File: config.mk
export PLATFORM = sky130hd
export DESIGN_NAME = color_to_palette_index_cache_flat
export DESIGN_NICKNAME = d
export VERILOG_FILES = /design/src/sv/cpic_pkg.sv /design/src/sv/cpic_ifs.sv /design/src/sv/color_to_palette_index_cache.sv /design/src/sv/cpic_ctrl.sv /design/src/sv/cpic_dp.sv /design/src/flat_wrapper.sv
export SDC_FILE = /design/constraint.sdc
export NUM_CORES = 1
export LEC_CHECK = 0
export ABC_AREA = 0
export BUFFER_PORTS_ARGS = -buffer_cell sky130_fd_sc_hd__buf_2
export CAP_MARGIN = 15
export CORE_UTILIZATION = 65
export DETAILED_ROUTE_END_ITERATION = 10
export PLACE_DENSITY = 0.86
export SLEW_MARGIN = 10
export SYNTH_ARGS = -nofsm -noshare
export SYNTH_HDL_FRONTEND = slang
export SYNTH_SLANG_ARGS = --single-unit
File: constraint.sdc
create_clock -name i_clk -period 6 [get_ports i_clk]
set_input_delay 0.6 -clock i_clk [delete_from_list [all_inputs] [get_ports i_clk]]
set_output_delay 0.6 -clock i_clk [all_outputs]
set_load 0.1 [all_outputs]
File: src/sv/cpic_pkg.sv
package cpic_pkg;

    localparam int CACHE_ENTRIES = 32;
    localparam int PTR_W         = $clog2(CACHE_ENTRIES);
    localparam int CNT_W         = $clog2(CACHE_ENTRIES + 1);
    localparam int COLOR_W       = 24;
    localparam int PAL_W         = 32;
    localparam int IDX_W         = 8;

    localparam logic CMD_LOOKUP = 1'b0;
    localparam logic CMD_FILL   = 1'b1;

    typedef struct packed {
        logic load;
        logic match;
        logic fill;
        logic read;
        logic out_load;
    } t_dp_cmd;

    typedef struct packed {
        logic is_fill;
        logic out_free;
    } t_dp_sts;

    function automatic logic [PTR_W-1:0] next_slot(input logic [PTR_W-1:0] p);
        return (p == PTR_W'(CACHE_ENTRIES - 1)) ? '0 : p + 1'b1;
    endfunction

endpackage

File: src/sv/cpic_ifs.sv
interface cpic_in_if;
    logic                              valid;
    logic                              ready;
    logic                              cmd;
    logic [cpic_pkg::PAL_W-1:0]        palette_id;
    logic [cpic_pkg::COLOR_W-1:0]      color;
    logic [cpic_pkg::IDX_W-1:0]        fill_index;

    modport source(output valid, cmd, palette_id, color, fill_index, input ready);
    modport sink(input valid, cmd, palette_id, color, fill_index, output ready);
endinterface

interface cpic_out_if;
    logic                              valid;
    logic                              ready;
    logic                              hit;
    logic [cpic_pkg::IDX_W-1:0]        pal_index;

    modport source(output valid, hit, pal_index, input ready);
    modport sink(input valid, hit, pal_index, output ready);
endinterface

File: src/sv/color_to_palette_index_cache.sv
// Fully associative cache from a 24-bit color to an 8-bit palette index, 32 entries.
// Each input transaction is a lookup (cmd 0) or a fill (cmd 1) and gives exactly one
// result transaction. A new palette_id, or the first transaction after reset, empties
// the cache first. A lookup returns the lowest matching entry with hit=1, or hit=0 and
// index 0 on a miss; a miss is served by finding the nearest color outside and sending
// a fill, which stores color and index at the replace pointer and echoes the index with
// hit=0. Transactions are handled one at a time: a lookup passes through parallel compare
// of all entries, priority encode and index memory read, and output load; a fill through
// entry write and output load. The next transaction is taken the cycle after the result
// is loaded, even if that result still waits for o_out.ready, so no new transaction is
// accepted before the previous one is through, and the output load waits while a previous
// result stalls.
module color_to_palette_index_cache (
    input  logic        i_clk,
    input  logic        i_rst_n,
    cpic_in_if.sink     i_in,
    cpic_out_if.source  o_out
);

    cpic_pkg::t_dp_cmd dp_cmd;
    cpic_pkg::t_dp_sts dp_sts;

    cpic_ctrl u_ctrl (
        .i_clk      (i_clk),
        .i_rst_n    (i_rst_n),
        .i_in_valid (i_in.valid),
        .o_in_ready (i_in.ready),
        .i_sts      (dp_sts),
        .o_cmd      (dp_cmd)
    );

    cpic_dp u_dp (
        .i_clk        (i_clk),
        .i_rst_n      (i_rst_n),
        .i_cmd        (dp_cmd),
        .o_sts        (dp_sts),
        .i_cmd_bit    (i_in.cmd),
        .i_palette_id (i_in.palette_id),
        .i_color      (i_in.color),
        .i_fill_index (i_in.fill_index),
        .i_out_ready  (o_out.ready),
        .o_out_valid  (o_out.valid),
        .o_hit        (o_out.hit),
        .o_pal_index  (o_out.pal_index)
    );

endmodule

File: src/sv/cpic_ctrl.sv
module cpic_ctrl (
    input  logic              i_clk,
    input  logic              i_rst_n,
    input  logic              i_in_valid,
    output logic              o_in_ready,
    input  cpic_pkg::t_dp_sts i_sts,
    output cpic_pkg::t_dp_cmd o_cmd
);

    typedef enum logic [1:0] {
        S_IDLE,
        S_MATCH,
        S_READ,
        S_DONE
    } t_state;

    t_state r_state;
    t_state n_state;

    always_comb begin
        n_state = r_state;
        unique case (r_state)
            S_IDLE: begin
                if (i_in_valid) begin
                    n_state = S_MATCH;
                end
            end
            S_MATCH: begin
                n_state = i_sts.is_fill ? S_DONE : S_READ;
            end
            S_READ: begin
                n_state = S_DONE;
            end
            S_DONE: begin
                if (i_sts.out_free) begin
                    n_state = S_IDLE;
                end
            end
            default: begin
                n_state = S_IDLE;
            end
        endcase
    end

    always_ff @(posedge i_clk) begin
        if (!i_rst_n) begin
            r_state <= S_IDLE;
        end else begin
            r_state <= n_state;
        end
    end

    assign o_in_ready      = (r_state == S_IDLE);
    assign o_cmd.load      = (r_state == S_IDLE) && i_in_valid;
    assign o_cmd.match     = (r_state == S_MATCH) && !i_sts.is_fill;
    assign o_cmd.fill      = (r_state == S_MATCH) && i_sts.is_fill;
    assign o_cmd.read      = (r_state == S_READ);
    assign o_cmd.out_load  = (r_state == S_DONE) && i_sts.out_free;

endmodule

File: src/sv/cpic_dp.sv
module cpic_dp (
    input  logic                            i_clk,
    input  logic                            i_rst_n,
    input  cpic_pkg::t_dp_cmd               i_cmd,
    output cpic_pkg::t_dp_sts               o_sts,
    input  logic                            i_cmd_bit,
    input  logic [cpic_pkg::PAL_W-1:0]      i_palette_id,
    input  logic [cpic_pkg::COLOR_W-1:0]    i_color,
    input  logic [cpic_pkg::IDX_W-1:0]      i_fill_index,
    input  logic                            i_out_ready,
    output logic                            o_out_valid,
    output logic                            o_hit,
    output logic [cpic_pkg::IDX_W-1:0]      o_pal_index
);

    localparam int N = cpic_pkg::CACHE_ENTRIES;

    logic                            r_cmd;
    logic [cpic_pkg::COLOR_W-1:0]    r_color;
    logic [cpic_pkg::IDX_W-1:0]      r_fidx;

    logic                            r_ever;
    logic [cpic_pkg::PAL_W-1:0]      r_cur;
    logic [cpic_pkg::CNT_W-1:0]      r_cnt;
    logic [cpic_pkg::PTR_W-1:0]      r_ptr;

    logic [cpic_pkg::COLOR_W-1:0]    r_entry_color [N];
    logic [cpic_pkg::IDX_W-1:0]      r_idx_mem [N];

    logic [N-1:0]                    r_match;
    logic [N-1:0]                    n_match;
    logic [cpic_pkg::PTR_W-1:0]      enc_idx;
    logic                            r_hit;
    logic [cpic_pkg::IDX_W-1:0]      r_rd_data;

    logic                            r_out_valid;
    logic                            r_out_hit;
    logic [cpic_pkg::IDX_W-1:0]      r_out_idx;

    logic                            flush;

    assign flush = !r_ever || (i_palette_id != r_cur);

    // per-entry compare, masked by valid count
    always_comb begin
        for (int i = 0; i < N; i++) begin
            n_match[i] = (r_entry_color[i] == r_color) && (cpic_pkg::CNT_W'(i) < r_cnt);
        end
    end

    // lowest matching entry
    always_comb begin
        enc_idx = '0;
        for (int i = N - 1; i >= 0; i--) begin
            if (r_match[i]) begin
                enc_idx = cpic_pkg::PTR_W'(i);
            end
        end
    end

    always_ff @(posedge i_clk) begin
        if (i_cmd.load) begin
            r_cmd   <= i_cmd_bit;
            r_color <= i_color;
            r_fidx  <= i_fill_index;
        end
        if (i_cmd.match) begin
            r_match <= n_match;
        end
        if (i_cmd.fill) begin
            r_entry_color[r_ptr] <= r_color;
            r_idx_mem[r_ptr]     <= r_fidx;
        end
        if (i_cmd.read) begin
            r_hit     <= |r_match;
            r_rd_data <= r_idx_mem[enc_idx];
        end
        if (i_cmd.out_load) begin
            if (r_cmd == cpic_pkg::CMD_FILL) begin
                r_out_hit <= 1'b0;
                r_out_idx <= r_fidx;
            end else begin
                r_out_hit <= r_hit;
                r_out_idx <= r_hit ? r_rd_data : '0;
            end
        end
    end

    always_ff @(posedge i_clk) begin
        if (!i_rst_n) begin
            r_ever      <= 1'b0;
            r_cur       <= '0;
            r_cnt       <= '0;
            r_ptr       <= '0;
            r_out_valid <= 1'b0;
        end else begin
            if (i_cmd.load && flush) begin
                r_ever <= 1'b1;
                r_cur  <= i_palette_id;
                r_cnt  <= '0;
                r_ptr  <= '0;
            end
            if (i_cmd.fill) begin
                if (r_cnt != cpic_pkg::CNT_W'(N)) begin
                    r_cnt <= r_cnt + 1'b1;
                end
                r_ptr <= cpic_pkg::next_slot(r_ptr);
            end
            // hit under the replace pointer skips it
            if (i_cmd.read && (|r_match) && (enc_idx == r_ptr)) begin
                r_ptr <= cpic_pkg::next_slot(r_ptr);
            end
            if (i_cmd.out_load) begin
                r_out_valid <= 1'b1;
            end else if (i_out_ready) begin
                r_out_valid <= 1'b0;
            end
        end
    end

    assign o_sts.is_fill  = (r_cmd == cpic_pkg::CMD_FILL);
    assign o_sts.out_free = !r_out_valid || i_out_ready;
    assign o_out_valid    = r_out_valid;
    assign o_hit          = r_out_hit;
    assign o_pal_index    = r_out_idx;

endmodule

File: src/flat_wrapper.sv
// flat-port wrapper written by rule: the top's interface ports become plain ports
module color_to_palette_index_cache_flat 
  (i_clk, i_rst_n, i_in_valid, i_in_cmd, i_in_palette_id, i_in_color, i_in_fill_index, i_in_ready, o_out_valid, o_out_hit, o_out_pal_index, o_out_ready);
  cpic_in_if i_in_i ();
  cpic_out_if o_out_i ();
  input  logic i_clk;
  input  logic i_rst_n;
  input wire logic [$bits(i_in_i.valid)-1:0] i_in_valid;
  input wire logic [$bits(i_in_i.cmd)-1:0] i_in_cmd;
  input wire logic [$bits(i_in_i.palette_id)-1:0] i_in_palette_id;
  input wire logic [$bits(i_in_i.color)-1:0] i_in_color;
  input wire logic [$bits(i_in_i.fill_index)-1:0] i_in_fill_index;
  output wire logic [$bits(i_in_i.ready)-1:0] i_in_ready;
  output wire logic [$bits(o_out_i.valid)-1:0] o_out_valid;
  output wire logic [$bits(o_out_i.hit)-1:0] o_out_hit;
  output wire logic [$bits(o_out_i.pal_index)-1:0] o_out_pal_index;
  input wire logic [$bits(o_out_i.ready)-1:0] o_out_ready;
  assign i_in_i.valid = i_in_valid;
  assign i_in_i.cmd = i_in_cmd;
  assign i_in_i.palette_id = i_in_palette_id;
  assign i_in_i.color = i_in_color;
  assign i_in_i.fill_index = i_in_fill_index;
  assign i_in_ready = i_in_i.ready;
  assign o_out_valid = o_out_i.valid;
  assign o_out_hit = o_out_i.hit;
  assign o_out_pal_index = o_out_i.pal_index;
  assign o_out_i.ready = o_out_ready;
  color_to_palette_index_cache u_core (.i_clk(i_clk), .i_rst_n(i_rst_n), .i_in(i_in_i), .o_out(o_out_i));
endmodule
==> results.cfg, run 1 <==
[power]
p_total_w = 0.0200
power.density_nw_per_um2 = 372
power_frac_comb = 0.164
ir_worst_vdd_uv = 460
p_clk_frac = 0.349
switching_share = 0.267
p_seq_frac = 0.487
p_leak_nw = 17.2
switchingPower_w = 0.00535
p_int_w = 0.0147

[worst_setup_path]
cp_slowest_cell = o21a_2
path_buf_inv = 1
cp_slowest_stage_delay_ns = 0.87
path_delay_family = compound AO/OA/AOI/OAI gates
crit_type = flop to flop
critPathMaxFanout = 48
cp-end-kind = flop
critPathLaunchType = flop
crit_arrival_ns = 4.90
cp_cell_sequence = or4_4 > or3_1 > a31oi_4 > buf_4 > o21a_2 > xnor2_1 > a41oi_1 > or3b_1 > a21boi_0
worstPathRequired_ns = 6.58

[floorplanning]
die_y_um = 274
start_util = 0.658
ios = 80
rows = 99
core_area_um2 = 73100
die_w_um = 274
die-area_um2 = 75100

[placement]
routabilityCongestion = 0.865
port_buffers = 79
hpwl_mm = 65.0

[final_layout]
drive_gt1_frac = 0.120
fin_nets = 3257
syn_to_final_growth_pct = 11.9
diodes = 0

[timing]
fmax_mhz = 232
rsz0062_at_grt = no
skew_ns = 0.0194
relSlewSlack = 0.152
worstMarginPinSlew_ns = 1.26
drv_slew = 0
final-setup-viol-count = 0
final_hold_viol_count = 0
finalCritPeriodShare = 0.720
fin_crit_ns = 4.32
fin_setup_tns_ns = 0

[detailed_routing]
dr.pass1.iters = 6
wirelength_mm = 113
post-route-drc-count = 0
post_drt_wl_per_cell_um = 26.7
vias_per_cell = 6.44
num_vias = 27200
drtIter0Drc = 3172
postRouteAntennaNets = 0

[synthesis]
yosysTopAreaCell = edfxtp_1
async_reset_ff_frac = 0
synth_edf_count = 1107
yosysUniqueCellTypes = 65
avgSynthCellArea_um2 = 15.8
synth_warnings = 0
synthTopCellsByArea = edfxtp_1 (69%), xnor2_1 (8.5%), xor2_1 (6.2%)
synthFlopType = edfxtp_1
netlist_area_um2 = 48100
netlist_instances = 3042
post-synth-top-count-cell = edfxtp_1
syn_nets = 3122
netlist_top_cells_count = edfxtp_1 (1107), xnor2_1 (466), xor2_1 (339), mux2i_1 (128), nor4_1 (118)
synth_top_area_frac = 0.691
ys_seq_area_frac = 0.710
ys_ff_latch = 1154

[clocking]
cts_tree = built
clk_pin_slew_ns = 0.06
clockRootBuffer = clkbuf_16
clock_latency_ns = 0.68
postCtsSetupRepairBufs = 0
cts_made_buffers = 111
hold_buffers = 0
cts_buffer_depth = 3
clock-sinks = 1154
htree_levels = 3
post_cts_resized = 0

[grt]
met2_usage = 0.500
grt-busiest-layer = met2
grt_pass1_vias = 27600
grtUsageMet1 = 0.407
met3_usage = 0.0499
grt_pass1_wl_mm = 168
grt_start_max_net_pins = 65
antenna_found_initial = 4
groute.usage.overall = 0.304
overflow = 0

[run_status]
status = finished, final reports clean

[run]
maxCapViolations = 0

[worst_hold_path]
hold_class = input pin to flop
## per-layer routing
metal	up-vias	share of wire	wire length [um]
li1	11600	-	-
met1	13700	0.38	43000
met2	1592	0.49	54900
met3	323	0.094	10700
met4	8	0.039	4390
met5	-	0.00045	51
## placed cells by master (no fill, tap or decap), types with 26 or more instances in the layout
cell type  count
xor2_1       339
nand4_1      115
nand3_1       35
mux2i_1      128
nand2_1       42
o211ai_1      91
edfxtp_1    1107
clkinv_1      26
a21oi_1       36
nor2b_1       33
inv_1         59
clkbuf_16    114
nor3_1        27
nor4_1       118
buf_4         78
xnor2_1      466
nor2_2        32
dfxtp_1       47
nor2_1        27
buf_2         79
## cells by family (layout without fill, tap and decap cells)
logic type | after synthesis | count (layout) | synth area share
xor+xnor | 805 | 805 | 0.147
flops | 1154 | 1154 | 0.710
simple gates | 487 | 487 | 0.0576
compound gates | 230 | 230 | 0.0349
mux | 140 | 140 | 0.0299
fa+ha+maj | 11 | 11 | 0.00286
buf+inv | 215 | 442 | 0.0177
## worst paths after layout
| kind | start | endpoint | slack [ns] | cells past startpoint |
|---|---|---|---|---|
| setup reg to reg | u_core.u_dp.r_match[15] | u_core.u_dp.r_ptr[1] | 1.68 | 9 |
| hold / removal | i_in_color[14] | u_core.u_dp.r_color[14] | 0.1 | 1 |
| setup / recovery | u_core.u_dp.r_match[15] | u_core.u_dp.r_ptr[1] | 1.68 | 9 |
| hold reg to reg | u_core.u_dp.r_ever | u_core.u_dp.r_ever | 0.47 | 1 |
## area by class of cell
type / instances / area [um2]
Clock buffer: 140 / 2980
Inverter: 60 / 225
Clock inverter: 65 / 671
Multi-Input combinational cell: 1673 / 13200
Timing Repair Buffer: 177 / 1370
Tap cell: 959 / 1200
Sequential cell: 1154 / 34200
Fill cell: 4135 / 19200
## through the flow
stage | hold slack (ns) | std cells | setup WS [ns] | instance area [um2] | util
after global routing | 0.0791 | 4228 | 1.43 | 53800 | 0.737
after CTS | 0.0677 | 4226 | 1.72 | 53800 | 0.736
after floorplan | 0.433 | 3042 | 3.01 | 48100 | -
after global placement | 0.448 | 4021 | 2.02 | 50200 | 0.686
after detailed placement | 0.459 | 4021 | 1.76 | 50200 | 0.686
final | 0.0965 | 4228 | 1.68 | 53800 | 0.737
## registers in the layout, indices dropped and copies added (netlist names)
name                       count
u_core.u_dp.r_match           32
u_core.u_dp.r_ptr              5
u_core.u_dp.o_pal_index        8
u_core.u_dp.r_cmd              1
u_core.u_dp.r_fidx             8
u_core.u_ctrl.r_state          2
u_core.u_dp.r_rd_data          8
u_core.u_dp.r_color           24
u_core.u_dp.r_entry_color    768
u_core.u_dp.r_cnt              6
u_core.u_dp.o_hit              1
u_core.u_dp.r_hit              1
u_core.u_dp.r_idx_mem        256
u_core.u_dp.r_ever             1
u_core.u_dp.r_cur             32
u_core.u_dp.o_out_valid        1
## power by group through the flow
stage | logic [W] | registers [W] | clock network [W]
2_1_floorplan | 0.00203 | 0.00995 | 0
3_3_place_gp | 0.00303 | 0.00991 | 0
3_5_place_dp | 0.00319 | 0.00994 | 0
4_1_cts | 0.00324 | 0.00978 | 0.00704
5_1_grt | 0.00348 | 0.00979 | 0.00732
6_report | 0.00328 | 0.00977 | 0.00700
(Power assumes the default switching activity.)
==> run 2, diff against run 1 <==
- CORE_UTILIZATION: 65 -> 57
- PLACE_DENSITY: 0.86 -> 0.8
- clock period: 6 -> 3.65 ns (I/O delays scaled with it)
==> run 2 against run 1 <==
Compared with the run above:
- die area increased by 14%
- sequential share of layout area decreased by 1.9 points
- critical path depth did not move
- clock power increased by 69%
- global-route usage fell by 3.5 points
- sequential power rose by 64%
- setup slack lost 1.4 ns
- combinational power rose by 74%
- clock skew is 0.019 ns higher
==> results.cfg, run 2 (synthesis gave the netlist of run 1 again) <==
[final_layout]
syn_to_final_growth_pct = 15.3
final_common_cell = edfxtp_1
num-fill-cells = 5319
largest_reg_flops = 768
mostFrequentLayoutCells = edfxtp_1 (1107), xnor2_1 (466), xor2_1 (339), mux2i_1 (128), buf_4 (120)
fin_nets = 3383
reg_top3 = u_core.u_dp.r_entry_color: 768 flops, u_core.u_dp.r_idx_mem: 256 flops
drive_gt1_frac = 0.136
largest-register = u_core.u_dp.r_entry_color

[timing]
rsz0062_at_grt = no
fmax_mhz = 297
drv_slew = 0
final_hold_viol_count = 0
whs_ns = 0.0355
finalCritPeriodShare = 0.921
relSlewSlack = 0.183
fin_setup_tns_ns = 0
fin_crit_ns = 3.36
skew_ns = 0.0383
final-setup-viol-count = 0
worstMarginPinSlew_ns = 1.23

[grt]
grt_pass1_wl_mm = 172
overflow = 0
grt_pass1_vias = 28200
groute.usage.overall = 0.268
grt_start_max_net_pins = 65
antenna_found_initial = 2

[worst_setup_path]
worstPathRequired_ns = 4.15
crit_arrival_ns = 3.86
crit_type = flop to flop
path_delay_family = simple AND/OR/NAND/NOR gates
critPathMaxFanout = 21
path_buf_inv = 1
cp-end-kind = flop
critPathLaunchType = flop
cp_num_cells = 9
cp_cell_sequence = nor2_1 > o311ai_0 > or4_1 > o21ai_4 > buf_4 > mux2i_1 > mux2_2 > a2111o_1 > nor3_1
cp_slowest_stage_delay_ns = 0.60
reg2reg_depth = 9
cp_slowest_cell = or4_1

[worst_hold_path]
hold_class = input pin to flop
min_path_cells = 3

[detailed_routing]
postRouteAntennaNets = 0
dr.pass1.iters = 7
vias_per_cell = 6.14
num_vias = 27500
wirelength_mm = 115
post-route-drc-count = 0
post_drt_wl_per_cell_um = 25.6
drtIter0Drc = 2907

[power]
p_clk_frac = 0.353
power_frac_comb = 0.170
power.density_nw_per_um2 = 605
switchingPower_w = 0.00902
switching_share = 0.269
p_seq_frac = 0.477
ir_worst_vdd_uv = 508
p_leak_nw = 17.9
p_int_w = 0.0245

[clocking]
clock-sinks = 1154
cts_buffer_depth = 3
clk_pin_slew_ns = 0.06
hold_buffers = 64
htree_levels = 3
postCtsSetupRepairBufs = 0
cts_made_buffers = 112
clockRootBuffer = clkbuf_16
post_cts_resized = 0
clock_latency_ns = 0.70
cts_tree = built

[run_status]
status = finished, final reports clean

[floorplanning]
ios = 80
core_area_um2 = 83600
die_y_um = 293
rows = 106
start_util = 0.576
die-area_um2 = 85600
die_w_um = 293

[placement]
routabilityCongestion = 0.905
hpwl_mm = 68.2
port_buffers = 79

[run]
maxCapViolations = 0
[run 2: changes by cell type in the layout (fill, tap and decap cells not counted), moves of 2 or more]
cell,delta
dlygate4sd3_1,+64
buf_4,+42
buf_12,+18
clkinv_1,-7
clkinv_2,-7
clkbuf_8,+6
clkbuf_1,-4
clkinv_4,+4
clkbuf_4,+2
clkinv_8,+2
clkinvlp_4,+2
[run 2: final cells by class]
| type | count | area, um2 | share of cell area |
|---|---|---|---|
| antenna | 1 | 2.50 | 0.0000451 |
| clock buffer | 143 | 3040 | 0.0548 |
| clock inverter | 62 | 751 | 0.0135 |
| inverter | 60 | 225 | 0.00406 |
| multi-input combinational | 1673 | 13200 | 0.238 |
| sequential | 1154 | 34200 | 0.616 |
| tap | 1080 | 1350 | 0.0244 |
| timing repair buffer | 302 | 2710 | 0.0488 |
[run 2: power groups by stage]
stage / clock network, W / registers, W / logic (W)
global placement: 0 / 0.0163 / 0.00525
floorplan: 0 / 0.0164 / 0.00334
finish: 0.0118 / 0.0160 / 0.00571
detailed placement: 0 / 0.0163 / 0.00547
CTS: 0.0119 / 0.0160 / 0.00559
global route: 0.0124 / 0.0160 / 0.00604
[run 2: path summary, 6_finish.rpt]
check | to | slack [ns] | start
hold reg to reg | u_core.u_dp.r_ever | 0.47 | u_core.u_dp.r_ever
hold / removal | u_core.u_dp.r_cur[21] | 0.04 | i_in_palette_id[21]
setup reg to reg | u_core.u_dp.r_rd_data[5] | 0.29 | u_core.u_dp.r_match[1]
setup / recovery | u_core.u_dp.r_rd_data[5] | 0.29 | u_core.u_dp.r_match[1]
[run 2: per-stage QoR]
stage / total power [W] / setup WS, ns / cells / area (um2) / util
floorplan: 0.0197 / 0.658 / 3042 / 48100 / -
global placement: 0.0215 / 0.490 / 4202 / 51000 / 0.610
detailed placement: 0.0218 / 0.387 / 4202 / 51000 / 0.610
CTS: 0.0336 / 0.357 / 4471 / 55400 / 0.663
global route: 0.0345 / 0.211 / 4475 / 55500 / 0.664
finish: 0.0335 / 0.287 / 4475 / 55500 / 0.664
[run 2: layer usage]
layer  share of wire  global-route usage  up-vias
met1            0.39               0.362    13900
met3           0.086              0.0416      234
met4           0.030              0.0854        0
met5               0                   0        -
met2            0.49               0.450     1441
li1                -                   -    11900
[run 2: worst register-to-register path: stages (launching register included)]
cell	delay (ns)
edfxtp_1	0.44
nor2_1	0.32
o311ai_0	0.22
or4_1	0.60
o21ai_4	0.21
buf_4	0.38
mux2i_1	0.15
mux2_2	0.27
a2111o_1	0.42
nor3_1	0.16
